## config.mk

```make
export PLATFORM = sky130hd
export DESIGN_NAME = framed_target_stepper_sequencer
export DESIGN_NICKNAME = d
export VERILOG_FILES = /design/src/hdl/ftss_pkg.sv /design/src/hdl/framed_target_stepper_sequencer.sv
export SDC_FILE = /design/constraint.sdc
export NUM_CORES = 1
export LEC_CHECK = 0
export BUFFER_PORTS_ARGS = -buffer_cell sky130_fd_sc_hd__buf_2
export CAP_MARGIN = 20
export CORE_MARGIN = 5
export CORE_UTILIZATION = 64
export CTS_CLUSTER_DIAMETER = 150
export DETAILED_ROUTE_END_ITERATION = 10
export PLACE_DENSITY = 0.8
export SLEW_MARGIN = 20
export SYNTH_ARGS = -nofsm -noshare
export SYNTH_HDL_FRONTEND = slang
export SYNTH_SLANG_ARGS = --single-unit
```

## constraint.sdc

```tcl
create_clock -name aclk -period 11.28 [get_ports aclk]
set_input_delay 0.564 -clock aclk [delete_from_list [all_inputs] [get_ports aclk]]
set_output_delay 0.564 -clock aclk [all_outputs]
set_load 0.05 [all_outputs]
```

## src/hdl/ftss_pkg.sv

```systemverilog
package ftss_pkg;

    // Sequencer phases, in the order the move runs through them
    typedef enum logic [2:0] {
        PH_IDLE   = 3'd0,
        PH_Y_OUT  = 3'd1,
        PH_X_OUT  = 3'd2,
        PH_PAUSE1 = 3'd3,
        PH_Y_BACK = 3'd4,
        PH_X_BACK = 3'd5,
        PH_PAUSE2 = 3'd6,
        PH_SPARE  = 3'd7
    } phase_t;

    // Configuration register indexes
    typedef enum logic [2:0] {
        CFG_ORIGIN_X      = 3'd0,
        CFG_ORIGIN_Y      = 3'd1,
        CFG_SCALE_X       = 3'd2,
        CFG_SCALE_Y       = 3'd3,
        CFG_STEP_LIMIT    = 3'd4,
        CFG_HALF_PERIOD_X = 3'd5,
        CFG_HALF_PERIOD_Y = 3'd6,
        CFG_PAUSE_TICKS   = 3'd7
    } cfg_index_t;

    // Item kinds carried on the input tuser bit
    localparam logic OP_BYTE = 1'b0;
    localparam logic OP_TICK = 1'b1;

    localparam logic [7:0] FRAME_HEADER  = 8'hA5;
    localparam logic [7:0] FRAME_TRAILER = 8'h5B;

    localparam int CFG_DATA_W = 22;
    localparam int TICK_W     = 18;

    localparam logic [7:0]  RST_ORIGIN_X      = 8'd15;
    localparam logic [7:0]  RST_ORIGIN_Y      = 8'd60;
    localparam logic [21:0] RST_SCALE_X       = 22'd860052;
    localparam logic [21:0] RST_SCALE_Y       = 22'd1147739;
    localparam logic [11:0] RST_STEP_LIMIT    = 12'd2000;
    localparam logic [15:0] RST_HALF_PERIOD_X = 16'd1000;
    localparam logic [15:0] RST_HALF_PERIOD_Y = 16'd650;
    localparam logic [17:0] RST_PAUSE_TICKS   = 18'd200000;

    // One result item; step_x_pin sits in the lowest bit
    typedef struct packed {
        logic frame_error;
        logic busy_res;
        logic dir_y_pin;
        logic step_y_pin;
        logic dir_x_pin;
        logic step_x_pin;
    } result_t;

    function automatic phase_t next_phase(phase_t p);
        phase_t r;
        if (p == PH_PAUSE2 || p == PH_IDLE || p == PH_SPARE) begin
            r = PH_IDLE;
        end else begin
            r = phase_t'(3'(p) + 3'd1);
        end
        return r;
    endfunction

endpackage

```

## src/hdl/framed_target_stepper_sequencer.sv

```systemverilog
// Framed target stepper sequencer. Each input transfer is either a received byte
// (s_tuser = 0, byte in s_tdata) or a one-microsecond tick (s_tuser = 1), and each
// produces exactly one result transfer carrying the step/direction pin levels, busy
// and a one-shot frame error. Bytes are gathered in groups of four; a group with
// header A5 and trailer 5B starts a move to target x/y: Y out, X out, pause, Y back,
// X back, pause, each step lasting two half periods of ticks. Bytes arriving during a
// move are dropped and restart framing. Registers on the cfg port are read live and
// may only be written while no result is pending. Throughput is one item per clock
// while s_tready is high: the whole state update, including the two 8x22
// step-count multiplies on the closing byte of a frame, happens in the cycle of
// the input transfer. The result is registered in a two-entry output buffer
// (result register plus skid register) that keeps s_tready high while one result
// waits, so the input only stalls when two results are held back by the sink.
module framed_target_stepper_sequencer #(
    parameter int STEP_WIDTH = 12
) (
    input  logic        aclk,
    input  logic        aresetn,
    // input stream
    input  logic        s_tvalid,
    output logic        s_tready,
    input  logic [7:0]  s_tdata,   // [7:0] rx_byte
    input  logic        s_tuser,   // [0] operation
    // result stream
    output logic        m_tvalid,
    input  logic        m_tready,
    output logic [7:0]  m_tdata,   // [0] step_x_pin, [1] dir_x_pin, [2] step_y_pin,
                                   // [3] dir_y_pin, [4] busy_res, [5] frame_error, [7:6] 0
    // configuration writes
    input  logic        cfg_valid,
    output logic        cfg_ready,
    input  logic [2:0]  cfg_index,
    input  logic [ftss_pkg::CFG_DATA_W-1:0] cfg_wdata
);
    import ftss_pkg::*;

    localparam int CMP_W = (STEP_WIDTH > 14) ? STEP_WIDTH : 14;
    localparam logic [CMP_W-1:0] STEP_MAX = CMP_W'((64'd1 << STEP_WIDTH) - 64'd1);

    typedef struct packed {
        phase_t                phase;
        logic [STEP_WIDTH-1:0] steps_left;
        logic                  pulse;
        logic [1:0]            dir;
    } enter_t;

    // ---------------------------------------------------------------
    // Configuration registers
    // ---------------------------------------------------------------
    logic [7:0]  origin_x_reg, origin_y_reg;
    logic [21:0] scale_x_reg, scale_y_reg;
    logic [11:0] step_limit_reg;
    logic [15:0] half_period_x_reg, half_period_y_reg;
    logic [17:0] pause_ticks_reg;

    assign cfg_ready = 1'b1;

    always_ff @(posedge aclk) begin
        if (!aresetn) begin
            origin_x_reg      <= RST_ORIGIN_X;
            origin_y_reg      <= RST_ORIGIN_Y;
            scale_x_reg       <= RST_SCALE_X;
            scale_y_reg       <= RST_SCALE_Y;
            step_limit_reg    <= RST_STEP_LIMIT;
            half_period_x_reg <= RST_HALF_PERIOD_X;
            half_period_y_reg <= RST_HALF_PERIOD_Y;
            pause_ticks_reg   <= RST_PAUSE_TICKS;
        end else if (cfg_valid && cfg_ready) begin
            unique case (cfg_index_t'(cfg_index))
                CFG_ORIGIN_X:      origin_x_reg      <= cfg_wdata[7:0];
                CFG_ORIGIN_Y:      origin_y_reg      <= cfg_wdata[7:0];
                CFG_SCALE_X:       scale_x_reg       <= cfg_wdata[21:0];
                CFG_SCALE_Y:       scale_y_reg       <= cfg_wdata[21:0];
                CFG_STEP_LIMIT:    step_limit_reg    <= cfg_wdata[11:0];
                CFG_HALF_PERIOD_X: half_period_x_reg <= cfg_wdata[15:0];
                CFG_HALF_PERIOD_Y: half_period_y_reg <= cfg_wdata[15:0];
                CFG_PAUSE_TICKS:   pause_ticks_reg   <= cfg_wdata[17:0];
                default: ;
            endcase
        end
    end

    // ---------------------------------------------------------------
    // Sequencer state
    // ---------------------------------------------------------------
    logic [1:0]            byte_count_reg, byte_count_next;
    logic [7:0]            frame_bytes_reg [3];
    logic [7:0]            frame_bytes_next [3];
    phase_t                phase_reg, phase_next;
    logic [STEP_WIDTH-1:0] steps_x_total_reg, steps_x_total_next;
    logic [STEP_WIDTH-1:0] steps_y_total_reg, steps_y_total_next;
    logic [STEP_WIDTH-1:0] steps_left_reg, steps_left_next;
    logic [TICK_W-1:0]     tick_count_reg, tick_count_next;
    logic                  pulse_high_reg, pulse_high_next;
    logic [1:0]            dir_bits_reg, dir_bits_next;
    logic                  frame_error_next;

    // Enter a phase, passing through step phases with no steps and empty pauses.
    // Direction pins flip when a return phase is entered, even if it is skipped.
    function automatic enter_t enter_phase(phase_t p_in, logic [STEP_WIDTH-1:0] ny,
                                           logic [STEP_WIDTH-1:0] nx, logic pause_nz,
                                           logic [1:0] dir_in);
        enter_t r;
        phase_t p;
        logic   done;
        p            = p_in;
        done         = 1'b0;
        r.phase      = PH_IDLE;
        r.steps_left = '0;
        r.pulse      = 1'b0;
        r.dir        = dir_in;
        for (int i = 0; i < 7; i++) begin
            if (!done) begin
                if (p == PH_Y_BACK) r.dir[1] = ~r.dir[1];
                if (p == PH_X_BACK) r.dir[0] = ~r.dir[0];
                case (p) inside
                    PH_Y_OUT, PH_Y_BACK: begin
                        if (ny != '0) begin
                            r.steps_left = ny;
                            r.pulse      = 1'b1;
                            r.phase      = p;
                            done         = 1'b1;
                        end
                    end
                    PH_X_OUT, PH_X_BACK: begin
                        if (nx != '0) begin
                            r.steps_left = nx;
                            r.pulse      = 1'b1;
                            r.phase      = p;
                            done         = 1'b1;
                        end
                    end
                    PH_PAUSE1, PH_PAUSE2: begin
                        if (pause_nz) begin
                            r.phase = p;
                            done    = 1'b1;
                        end
                    end
                    default: begin
                        r.phase = PH_IDLE;
                        done    = 1'b1;
                    end
                endcase
                p = next_phase(p);
            end
        end
        return r;
    endfunction

    // Distance times 6.16 scale, truncated, clamped to step_limit and counter range
    function automatic logic [STEP_WIDTH-1:0] axis_steps(logic [7:0] target,
                                                         logic [7:0] origin,
                                                         logic [21:0] scale,
                                                         logic [11:0] limit);
        logic [7:0]       d;
        logic [29:0]      prod;
        logic [13:0]      s;
        logic [CMP_W-1:0] c;
        d    = (target >= origin) ? (target - origin) : (origin - target);
        prod = 30'(d) * 30'(scale);
        s    = prod[29:16];
        if (s > 14'(limit)) begin
            s = 14'(limit);
        end
        c = CMP_W'(s);
        if (c > STEP_MAX) begin
            c = STEP_MAX;
        end
        return c[STEP_WIDTH-1:0];
    endfunction

    logic                  in_fire;
    logic [TICK_W-1:0]     tick_inc;
    logic [STEP_WIDTH-1:0] steps_dec;
    logic [15:0]           half_limit;
    logic                  frame_ok;
    logic [STEP_WIDTH-1:0] new_x, new_y;
    logic [1:0]            new_dir;
    enter_t                ent;

    assign tick_inc   = tick_count_reg + TICK_W'(1);
    assign steps_dec  = (steps_left_reg != '0) ? steps_left_reg - STEP_WIDTH'(1)
                                               : steps_left_reg;
    assign half_limit = (phase_reg == PH_Y_OUT || phase_reg == PH_Y_BACK)
                        ? half_period_y_reg : half_period_x_reg;
    assign frame_ok   = (frame_bytes_reg[0] == FRAME_HEADER) && (s_tdata == FRAME_TRAILER);
    assign new_x      = axis_steps(frame_bytes_reg[1], origin_x_reg, scale_x_reg,
                                   step_limit_reg);
    assign new_y      = axis_steps(frame_bytes_reg[2], origin_y_reg, scale_y_reg,
                                   step_limit_reg);
    assign new_dir    = {frame_bytes_reg[2] >= origin_y_reg, frame_bytes_reg[1] < origin_x_reg};

    // Next state for one accepted item
    always_comb begin
        byte_count_next    = byte_count_reg;
        frame_bytes_next   = frame_bytes_reg;
        phase_next         = phase_reg;
        steps_x_total_next = steps_x_total_reg;
        steps_y_total_next = steps_y_total_reg;
        steps_left_next    = steps_left_reg;
        tick_count_next    = tick_count_reg;
        pulse_high_next    = pulse_high_reg;
        dir_bits_next      = dir_bits_reg;
        frame_error_next   = 1'b0;
        ent                = enter_phase(PH_IDLE, steps_y_total_reg, steps_x_total_reg,
                                         1'b0, dir_bits_reg);

        if (s_tuser == OP_TICK) begin
            if (phase_reg != PH_IDLE) begin
                if (phase_reg == PH_PAUSE1 || phase_reg == PH_PAUSE2) begin
                    if (tick_inc >= pause_ticks_reg) begin
                        // pause over: advance to the next phase
                        ent = enter_phase(next_phase(phase_reg), steps_y_total_reg,
                                          steps_x_total_reg, pause_ticks_reg != '0,
                                          dir_bits_reg);
                        phase_next      = ent.phase;
                        steps_left_next = ent.steps_left;
                        pulse_high_next = ent.pulse;
                        dir_bits_next   = ent.dir;
                        tick_count_next = '0;
                    end else begin
                        tick_count_next = tick_inc;
                    end
                end else if (tick_inc < TICK_W'(half_limit)) begin
                    tick_count_next = tick_inc;
                end else begin
                    tick_count_next = '0;
                    if (pulse_high_reg) begin
                        // falling edge ends one step
                        pulse_high_next = 1'b0;
                        steps_left_next = steps_dec;
                        if (steps_dec == '0) begin
                            ent = enter_phase(next_phase(phase_reg), steps_y_total_reg,
                                              steps_x_total_reg, pause_ticks_reg != '0,
                                              dir_bits_reg);
                            phase_next      = ent.phase;
                            steps_left_next = ent.steps_left;
                            pulse_high_next = ent.pulse;
                            dir_bits_next   = ent.dir;
                        end
                    end else begin
                        pulse_high_next = 1'b1;
                    end
                end
            end
        end else if (phase_reg != PH_IDLE) begin
            // drop the byte and restart framing
            byte_count_next = '0;
        end else if (byte_count_reg != 2'd3) begin
            for (int i = 0; i < 3; i++) begin
                if (byte_count_reg == 2'(i)) begin
                    frame_bytes_next[i] = s_tdata;
                end
            end
            byte_count_next = byte_count_reg + 2'd1;
        end else begin
            byte_count_next = '0;
            if (frame_ok) begin
                ent = enter_phase(PH_Y_OUT, new_y, new_x, pause_ticks_reg != '0, new_dir);
                steps_x_total_next = new_x;
                steps_y_total_next = new_y;
                phase_next         = ent.phase;
                steps_left_next    = ent.steps_left;
                pulse_high_next    = ent.pulse;
                dir_bits_next      = ent.dir;
                tick_count_next    = '0;
            end else begin
                frame_error_next = 1'b1;
            end
        end
    end

    // Result fields, taken from the state after the item
    result_t res_next;

    always_comb begin
        res_next.step_x_pin  = pulse_high_next &&
                               (phase_next == PH_X_OUT || phase_next == PH_X_BACK);
        res_next.dir_x_pin   = dir_bits_next[0];
        res_next.step_y_pin  = pulse_high_next &&
                               (phase_next == PH_Y_OUT || phase_next == PH_Y_BACK);
        res_next.dir_y_pin   = dir_bits_next[1];
        res_next.busy_res    = phase_next != PH_IDLE;
        res_next.frame_error = frame_error_next;
    end

    always_ff @(posedge aclk) begin
        if (!aresetn) begin
            byte_count_reg    <= '0;
            frame_bytes_reg   <= '{default: '0};
            phase_reg         <= PH_IDLE;
            steps_x_total_reg <= '0;
            steps_y_total_reg <= '0;
            steps_left_reg    <= '0;
            tick_count_reg    <= '0;
            pulse_high_reg    <= 1'b0;
            dir_bits_reg      <= '0;
        end else if (in_fire) begin
            byte_count_reg    <= byte_count_next;
            frame_bytes_reg   <= frame_bytes_next;
            phase_reg         <= phase_next;
            steps_x_total_reg <= steps_x_total_next;
            steps_y_total_reg <= steps_y_total_next;
            steps_left_reg    <= steps_left_next;
            tick_count_reg    <= tick_count_next;
            pulse_high_reg    <= pulse_high_next;
            dir_bits_reg      <= dir_bits_next;
        end
    end

    // ---------------------------------------------------------------
    // Output buffer: result register plus skid register
    // ---------------------------------------------------------------
    result_t out_reg, skid_reg;
    logic    out_valid_reg, skid_valid_reg;
    logic    out_fire;

    assign s_tready = !skid_valid_reg;
    assign in_fire  = s_tvalid && s_tready;
    assign out_fire = out_valid_reg && m_tready;
    assign m_tvalid = out_valid_reg;
    assign m_tdata  = {2'b00, out_reg};

    always_ff @(posedge aclk) begin
        if (!aresetn) begin
            out_valid_reg  <= 1'b0;
            skid_valid_reg <= 1'b0;
        end else if (skid_valid_reg) begin
            // input is held off; drain the skid entry into the result register
            if (out_fire) begin
                out_valid_reg  <= 1'b1;
                skid_valid_reg <= 1'b0;
            end
        end else if (!out_valid_reg || out_fire) begin
            out_valid_reg <= in_fire;
        end else if (in_fire) begin
            skid_valid_reg <= 1'b1;
        end
    end

    always_ff @(posedge aclk) begin
        if (skid_valid_reg) begin
            if (out_fire) begin
                out_reg <= skid_reg;
            end
        end else if (!out_valid_reg || out_fire) begin
            if (in_fire) begin
                out_reg <= res_next;
            end
        end else if (in_fire) begin
            skid_reg <= res_next;
        end
    end

    // ---------------------------------------------------------------
    // Assertions
    // ---------------------------------------------------------------
    a_skid_behind_out: assert property (@(posedge aclk) disable iff (!aresetn)
        skid_valid_reg |-> out_valid_reg)
        else $error("skid entry held without a result in front of it");

    a_one_axis_steps: assert property (@(posedge aclk) disable iff (!aresetn)
        m_tvalid |-> !(m_tdata[0] && m_tdata[2]))
        else $error("x and y step pins high together");

    a_error_not_busy: assert property (@(posedge aclk) disable iff (!aresetn)
        (m_tvalid && m_tdata[5]) |-> !m_tdata[4])
        else $error("frame error reported during a move");

    a_y_steps_bounded: assert property (@(posedge aclk) disable iff (!aresetn)
        (phase_reg == PH_Y_OUT || phase_reg == PH_Y_BACK)
        |-> (steps_left_reg != '0 && steps_left_reg <= steps_y_total_reg))
        else $error("y step count out of range");

    a_x_steps_bounded: assert property (@(posedge aclk) disable iff (!aresetn)
        (phase_reg == PH_X_OUT || phase_reg == PH_X_BACK)
        |-> (steps_left_reg != '0 && steps_left_reg <= steps_x_total_reg))
        else $error("x step count out of range");

endmodule

```

== Word-level counts from Yosys, hierarchy flattened ==
Index checks and enable logic that the tools add are counted.
Word-level totals
  register bits after elaboration: 222
  bits of input ports: 39
Cells by class
  add/sub/neg operators: 25
  $mul: 2
  order comparisons: 9
  equal/unequal tests: 165
  multiplexer cells: 654
  bitwise operators: 43
  reductions and logical operators: 158
Operator list (number)
  two-way mux 18 bit: 106
  two-way mux 16 bit: 41
  two-way mux 3 bit: 217
  two-way mux 13 bit: 40
  equality test 3 bit (second input constant): 86
  two-way mux 1 bit: 216
  two-way mux 12 bit: 13
  equality test 3 x 2 -> 1 bit (second input constant): 44
  OR reduction 2 bit: 60
  equality test 3 x 1 -> 1 bit (second input constant): 23
  multiplier 8 x 22 -> 30 bit: 2
  nonzero test 12 bit: 5
  zero test 3 bit: 19
  adder 3 x 1 -> 3 bit (second input constant): 18
  NOT 1 bit: 43
  two-way mux 14 bit: 3
  logical OR 1 bit: 41
  subtractor 8 bit: 4
  > comparator 14 x 12 -> 1 bit: 2
  > comparator 14 x 12 -> 1 bit (second input constant): 2
  AND reduction 5 bit: 5
  two-way mux 2 bit: 12
  two-way mux 6 bit: 4
  AND reduction 2 bit: 10
  25 further kinds: 40

== Logic depth before layout (Yosys ltp) ==
Gate-level depths: netlist (run 1).
  depth in word-level cells: 93
  gate-level depth with buffers: 52
  depth with buffers taken out: 50

== Least setup slack after synthesis (run 1) ==
OpenSTA, ideal clock, no wires.
  path kind: register to register
  start: register origin_y_reg[1]
  end: register out_reg (netlist bit m_tdata[4]) (data pin)
  library setup time: 0.260 ns
  arrival time: 10.121 ns
  data required time: 11.020 ns
  path slack: 0.898 ns
  stages on the path, launching flop included: 48
  path buffers: 2
  clock period less this slack: 10.382 ns
  cell sequence: dfxtp_1 > inv_1 > fa_1 > a21o_1 > a21oi_1 > o211ai_1 > a21oi_1 > clkbuf_1 > a21oi_1 > a221o_1 > a221o_1 > a221o_1 > a221oi_1 > xnor2_1 > clkbuf_1 > and2_1 > fa_1 > fa_1 > [... 12 more ...] > and2_1 > ha_1 > nor2b_1 > o21a_1 > o21a_1 > o21ai_0 > nand2b_1 > a21oi_1 > o311a_1 > a41oi_1 > or2_2 > o311ai_0 > nand3_1 > nand4_1 > o2bb2ai_1 > nor2_1 > nand2b_1 > mux2_2
RTL lines
  start, declared: line framed_target_stepper_sequencer.sv:50  | logic [7:0] origin_x_reg, origin_y_reg;
  start signal, assigned: line framed_target_stepper_sequencer.sv:71  | CFG_ORIGIN_Y: origin_y_reg <= cfg_wdata[7:0];
  end signal, assigned: line framed_target_stepper_sequencer.sv:344  | out_reg <= skid_reg;
  end signal, assigned: line framed_target_stepper_sequencer.sv:348  | out_reg <= res_next;
  end, declared: line framed_target_stepper_sequencer.sv:314  | result_t out_reg, skid_reg;

== Final worst setup path (run 1) ==
  start: register frame_bytes_reg[8] (netlist bit)
  end: register out_reg (netlist bit m_tdata[0]) (data pin)
Between the ends
  cells in the longest elaborated chain, start to end: 67
  elaborated cells on any way between the ends: 209
RTL lines
  start, declared: line framed_target_stepper_sequencer.sv:87  | logic [7:0] frame_bytes_reg [3];
  start signal, assigned: line framed_target_stepper_sequencer.sv:300  | frame_bytes_reg <= frame_bytes_next;
  subtractor 8 bit or >= comparator 8 bit (tied branches): line framed_target_stepper_sequencer.sv:159  | d = (target >= origin) ? (target - origin) : (origin - target);
  two-way mux 8 bit *: line framed_target_stepper_sequencer.sv:159
  multiplier 8 x 22 -> 30 bit *: line framed_target_stepper_sequencer.sv:160  | prod = 30'(d) * 30'(scale);
  > comparator 14 x 12 -> 1 bit: line framed_target_stepper_sequencer.sv:162  | if (s > 14'(limit)) begin
  two-way mux 14 bit *: line framed_target_stepper_sequencer.sv:162
  > comparator 14 x 12 -> 1 bit: line framed_target_stepper_sequencer.sv:166  | if (c > STEP_MAX) begin
  two-way mux 12 bit *: line framed_target_stepper_sequencer.sv:166
  nonzero test 12 bit *: line framed_target_stepper_sequencer.sv:126  | if (nx != '0) begin
  [... 51 more ...]
  two-way mux 3 bit: line framed_target_stepper_sequencer.sv:246  | end else if (phase_reg != PH_IDLE) begin
  two-way mux 3 bit: line framed_target_stepper_sequencer.sv:208  | if (s_tuser == OP_TICK) begin
  equality test 3 x 2 -> 1 bit or equality test 3 bit (tied branches): line framed_target_stepper_sequencer.sv:278  | (phase_next == PH_X_OUT || phase_next == PH_X_BACK);
  logical OR 1 bit: line framed_target_stepper_sequencer.sv:278
  logical AND 1 bit *: line framed_target_stepper_sequencer.sv:277  | res_next.step_x_pin = pulse_high_next &&
  two-way mux 6 bit *: line framed_target_stepper_sequencer.sv:347  | if (in_fire) begin
  two-way mux 6 bit *: line framed_target_stepper_sequencer.sv:346  | end else if (!out_valid_reg || out_fire) begin
  two-way mux 6 bit *: line framed_target_stepper_sequencer.sv:342  | if (skid_valid_reg) begin
Every way passes the cells marked *; elsewhere a longest branch is shown, timed or not. The select of a mux whose other input is x is not followed.
A chain may end at the register's enable or synchronous reset.

==> metrics, run 1 <==
Startpoint Class register; Hold Buf Count CTS 0; post-route ant nets 0; DIE AREA between 0.04 and 0.05 mm2; TritonCTS buffer count 25; yosys warns 0; initial core utilization 64.6%; cells after synthesis ~3400; largest net degree at the start of global routing 80; Worst-Skew Late Latency between 0.5 and 0.6 ns; CP max stage cell or4b_2; Seq cells post-synth about 220; RR Endpoint m_tdata[0]; Ant. Diodes 0; total power draw roughly 5600 uW; crit path max fanout 12; Final Instance Area 0.0289 mm2; Critical Setup Path Class reg -> reg; Max Clk Rate 92.6 MHz; Synth Cell Area approximately 0.027 mm2; initial antenna violation count 1; PD cells 195 mW/mm2; Buf/Inv on CP 7; VDD IR max between 0.2 and 0.25 mV; clock network fraction of design power roughly 14%; Post-synth ARST share 0%; syn avg cell area 7.92 um2; NumNets Final ~3900; Hold Path Sink skid_valid_reg; row cnt 75; Port Buffers 46; sequential area share after synthesis ~17%; Hold Crit Class in -> reg; die width approximately 220 um; FF-to-FF path depth 44; Tmin final 10.80 ns; DR vias 25373; vias in the first global route ~25000; io pins 50; Die Span Y around 220 um; Worst Skew ~0.018 ns; Filler cells between 3000 and 4000; Top delay family on crit path compound AO/OA/AOI/OAI gates; DP HPWL 62100 um; combinational share of power between 70% and 80%; Req. time, crit path 11.55 ns; setup slack, reg-to-reg between 0.4 and 0.5 ns; most frequent CP cell fa_1; Critical Path Sink Type register; Max Cap Viol 0; Reg power frac 14.7%; share of layout cells above drive strength 1 8.23%; Tot GR Track Use 33.9%; Psw about 2800 uW; via/cell ratio between 6 and 7; Worst-path clk slew ~0.060 ns; Clock Sinks about 220; Hold Vio Cnt, Final 0; Synth top area share 17.9%; arrival time worst endpoint approximately 11 ns; DR iter-0 viols about 2900; Routed wire per std cell 20.7 um; routed wire length slightly above 80000 um; CTS H-Tree Depth 1; switching part of the total approximately 50%; CTS tree built; Syn-to-layout area delta 6.70%; core area 0.0419 mm2; ys flop type dfxtp_1; Static Leakage roughly 0.013 uW; final setup vio count 0; number of synthesized flops with an enable pin 12; hold path cells 2; Initial DRT Pass Iterations 10; hold_sp m_tready; first-pass GRT wire length roughly 130000 um; grt total ovfl 0; Bufs on Longest Clock Path 3; Final period util a little over nine tenths; Post-Place Cell Area 0.0278 mm2; worst r2r src frame_bytes_reg[8]; flip-flop count of the largest register after layout 24; ranking of synthesized cells by area fa_1, dfxtp_1, ha_1, nand2_1, and2_1; Synth area leader fa_1; count of pins over their slew limit 0; Placer Congestion 0.994; RSZ-0062 raised after global routing true; Post-route DRC 0; Critical Path Max Stage Delay 0.72 ns; Pint ~2800 uW; synth unique cells 108; Root Buffer clkbuf_16; worst-margin pin slew between 1 and 1.5 ns; outcome finished, final reports clean; Slew headroom between 15 and 20%
[worst max path at each step]
stage	start	end	slack, ns	depth (start not counted)
after global routing	phase_reg[0]	steps_left_reg[2]	-0.11	44
after detailed placement	frame_bytes_reg[0]	m_tdata[0]	0.09	42
after global placement	frame_bytes_reg[8]	m_tdata[0]	0.39	42
after CTS	frame_bytes_reg[0]	m_tdata[0]	0.009	42
after floorplan	origin_y_reg[1]	m_tdata[4]	0.90	47
final	frame_bytes_reg[8]	m_tdata[0]	0.48	44
[synth_stat cells, drive strengths merged, types with 12 or more instances]
master and number:
nor2b 54, xor2 20, fa 242, nand4 29, clkbuf 168, nand2b 41, a221oi 12, nor4 23
nand3 101, or3 21, mux2i 49, nor3 51, dfxtp 210, and2 241, a21oi 255, a22oi 67
o211ai 56, a2111oi 13, xnor2 48, nand2 473, inv 342, a211oi 18, buf 21, o21ai 114
nor2 200, o21a 24, and3 22, edfxtp 12, ha 221, a22o 20, a31oi 13, a21o 39
mux2 15
[power groups by stage]
stage	Clock, uW	Sequential (uW)	Combinational [uW]
final	800	830	4010
after global routing	842	831	4420
after CTS	807	829	3780
after detailed placement	0	846	3750
after global placement	0	845	3620
after floorplan	0	843	2700
[through the flow]
| stage | TNS [ns] | std cells | worst slack [ns] | utilization (%) | hold slack [ns] |
|---|---|---|---|---|---|
| global route | -0.460 | 3931 | -0.109 | 68.9 | 0.251 |
| finish | 0 | 3931 | 0.484 | 68.9 | 0.250 |
| floorplan | 0 | 3419 | 0.898 | - | 0.431 |
| CTS | 0 | 3928 | 0.00886 | 68.2 | 0.233 |
| global placement | 0 | 3885 | 0.389 | 66.3 | 0.438 |
| detailed placement | 0 | 3886 | 0.0884 | 66.3 | 0.447 |
[cells in the final DEF, fill, tap and decap left out, drive strengths merged, types with 9 or more instances in the layout]
cell type,instances
inv,343
a211oi,18
a21o,39
ha,221
o31ai,9
a32oi,9
a31oi,13
fa,242
dfxtp,210
a21oi,255
a311oi,9
a221oi,12
xor2,20
a22oi,67
o21ai,114
o211ai,56
or2,10
clkbuf,32
buf,120
xnor2,48
nor4,23
nor3,51
mux2,15
nand3,101
a2111oi,13
nand2,473
nand4,29
edfxtp,12
and3,22
nand2b,41
and2,241
nor2b,54
o311ai,9
or3,21
nor2,200
o21a,24
mux2i,49
a22o,20
[logic make-up (layout without fill, tap and decap cells)]
family	Yosys count	in the layout	share of synthesized area (%)
AO/OA/AOI/OAI	760	760	18.8
XOR/XNOR	68	68	2.25
adder cells (fa/ha/maj)	463	463	28.1
buffers and inverters	532	505	7.53
flip-flops	222	222	16.9
multiplexers	64	64	2.63
other	2	3	0.0277
AND/OR/NAND/NOR	1307	1307	23.8
[routing by layer]
| layer | up-vias | track usage [%] | share of wire (%) |
|---|---|---|---|
| met5 | - | 0 | 0 |
| met4 | 0 | 13.0 | 4.6 |
| met3 | 272 | 6.00 | 9.4 |
| met2 | 1305 | 56.0 | 46 |
| met1 | 12252 | 44.7 | 40 |
| li1 | 11544 | - | - |
[layout make-up]
class                           instances  area [um2]  area share, %
Multi-Input combinational cell       2665       20800           71.9
Sequential cell                       222        4570           15.8
Inverter                              343        1290           4.48
Timing Repair Buffer                  120         793           2.74
Clock buffer                           32         696           2.41
Tap cell                              539         674           2.33
Clock inverter                         10        87.6          0.303
[what timing repair did]
item	4_1_cts	5_1_grt
buffers inserted	0	3
resized for setup	0	60
endpoints found under the setup margin	0	29
(Power assumes the default switching activity.)
==> inputs of run 2 (changes only) <==
--- a/config.mk
+++ b/config.mk
@@ -5,13 +5,13 @@
 export SDC_FILE = /design/constraint.sdc
 export NUM_CORES = 1
 export LEC_CHECK = 0
-export BUFFER_PORTS_ARGS = -buffer_cell sky130_fd_sc_hd__buf_2
 export CAP_MARGIN = 20
 export CORE_MARGIN = 5
 export CORE_UTILIZATION = 64
 export CTS_CLUSTER_DIAMETER = 150
 export DETAILED_ROUTE_END_ITERATION = 10
-export PLACE_DENSITY = 0.8
+export DONT_BUFFER_PORTS = 1
+export PLACE_DENSITY = 0.79
 export SLEW_MARGIN = 20
 export SYNTH_ARGS = -nofsm -noshare
 export SYNTH_HDL_FRONTEND = slang
==> metrics, run 2 (same netlist as run 1, synthesis figures left out) <==
share of layout cells above drive strength 1 6.77% (-1.5 points); VDD IR max 0.219 mV (-3.0%); final setup vio count 0 (unchanged); Port Buffers 0 (-100%); Worst-Skew Late Latency 0.57 ns (+0.03 ns); setup slack, reg-to-reg 0.48 ns (about the same); routed wire length 82200 um (+0.79%); Filler cells 3452 (+2.1%); placed cells 3841 (-1.2%); CTS tree built; row cnt 75 (unchanged); DR iter-0 viols 2813 (-3.4%); Worst Skew 0.0132 ns (-0.00516 ns); Critical Path Max Stage Delay 0.57 ns (-0.15 ns); core area 0.0419 mm2 (unchanged); flip-flop count of the largest register after layout 24 (unchanged); initial core utilization 64.6% (unchanged); Req. time, crit path 11.58 ns (+0.03 ns); DIE AREA 0.0465 mm2 (unchanged); post-route ant nets 0 (unchanged); most frequent CP cell fa_1; Post-route DRC 0 (unchanged); Root Buffer clkbuf_16; Startpoint Class register; PD cells 198 mW/mm2 (+1.6%); Routed wire per std cell 21.1 um (+1.8%); DP HPWL 62000 um (about the same); Hold Vio Cnt, Final 0 (unchanged); via/cell ratio 6.42 (-0.49%); Final Instance Area 0.0288 mm2 (-0.52%); largest net degree at the start of global routing 92 (+15%); Post-Place Cell Area 0.0276 mm2 (-0.83%); Worst-path clk slew 0.07 ns (about the same); grt total ovfl 0 (unchanged); Tot GR Track Use 34.3% (+0.39 points); vias in the first global route 25064 (+0.096%); Initial DRT Pass Iterations 9 (-1); CTS H-Tree Depth 1 (unchanged); RSZ-0062 raised after global routing true; Ant. Diodes 0 (unchanged); initial antenna violation count 1 (unchanged); Bufs on Longest Clock Path 3 (unchanged); outcome finished, final reports clean; Max Cap Viol 0 (unchanged); Setup WS post-layout 0.483 ns (-0.000625 ns); worst-margin pin slew 1.17 ns (-0.0764 ns); Clock Sinks 222 (unchanged); Die Span Y 216 um (unchanged); Placer Congestion 1.01 (+1.1%); Final TNS setup 0 ns (unchanged); Critical Setup Path Class reg -> reg; Syn-to-layout area delta 6.15%; io pins 50 (unchanged); Hold Buf Count CTS 0 (unchanged); Slew headroom 21.7% (+5.5 points); TritonCTS buffer count 26 (+4.0%); arrival time worst endpoint 11.10 ns (+0.03 ns); total power draw 5710 uW (+1.1%); Final Non-Filler Cells 3893 (-0.97%); commonest non-fill, non-tap cell in the layout nand2_1; first-pass GRT wire length 132000 um (+0.82%); count of pins over their slew limit 0 (unchanged); Hold Crit Class in -> reg; Place WS 0.0435 ns (-0.0449 ns); CP max stage cell fa_1; Critical Path Sink Type register; crit path max fanout 6 (-6); NumNets Final 3836 (-1.1%); Static Leakage 0.0125 uW (-1.2%); DR vias 25004 (-1.5%); die width 216 um (unchanged); Max Clk Rate 92.6 MHz (about the same); Final period util 95.7% (about the same); Tmin final 10.80 ns (+0.000625 ns); commonest cells after routing, fill and taps aside nand2_1, inv_1, a21oi_1
run 2: per-layer routing:
| metal | part of all wire, % | vias up | global-route usage [%] |
|---|---|---|---|
| met5 | 0.016 | - | 0 |
| met1 | 40 | 12036 | 45.2 |
| met4 | 4.1 | 2 | 12.1 |
| li1 | - | 11463 | - |
| met2 | 46 | 1250 | 56.7 |
| met3 | 9.9 | 253 | 6.67 |
run 2: metrics by stage:
step	hold slack, ns	utilization (%)
global route	0.0742	68.5
finish	0.0829	68.5
CTS	0.0713	68.1
floorplan	0.431	-
detailed placement	0.447	65.8
global placement	0.438	65.8
run 2: layout make-up:
type	instances	area (um2)	area share (%)
Inverter	343	1290	4.50
Multi-Input combinational cell	2665	20700	72.0
Clock buffer	35	744	2.59
Clock inverter	13	208	0.722
Sequential cell	222	4570	15.9
Tap cell	539	674	2.35
Timing Repair Buffer	76	574	2.00
run 2: final timing paths:
kind,start,end,cells past startpoint
setup / recovery,origin_y_reg[0],m_tdata[0],47
hold / removal,aresetn,half_period_x_reg[3],1
setup reg to reg,origin_y_reg[0],m_tdata[0],47
hold reg to reg,half_period_y_reg[2],half_period_y_reg[2],2
run 2: what timing repair did:
item                       in CTS  in global routing
pin swaps                       0                  8
setup endpoints to repair       1                 35
resized for setup               1                 43
setup buffers                   0                  4
run 2: power breakdown:
part | internal, uW | switching, uW | total, uW
combinational | 1550 | 2380 | 3930
sequential | 808 | 29.6 | 838
clock | 561 | 382 | 943
run 2: critical path, delay by kind of cell, from the launching register on:
family          cells  cell delay [ns]
compound gates     24             4.54
buf+inv             5             0.49
simple gates        9             1.81
xor+xnor            1             0.19
fa+ha+maj           8             3.16
flops               1             0.36
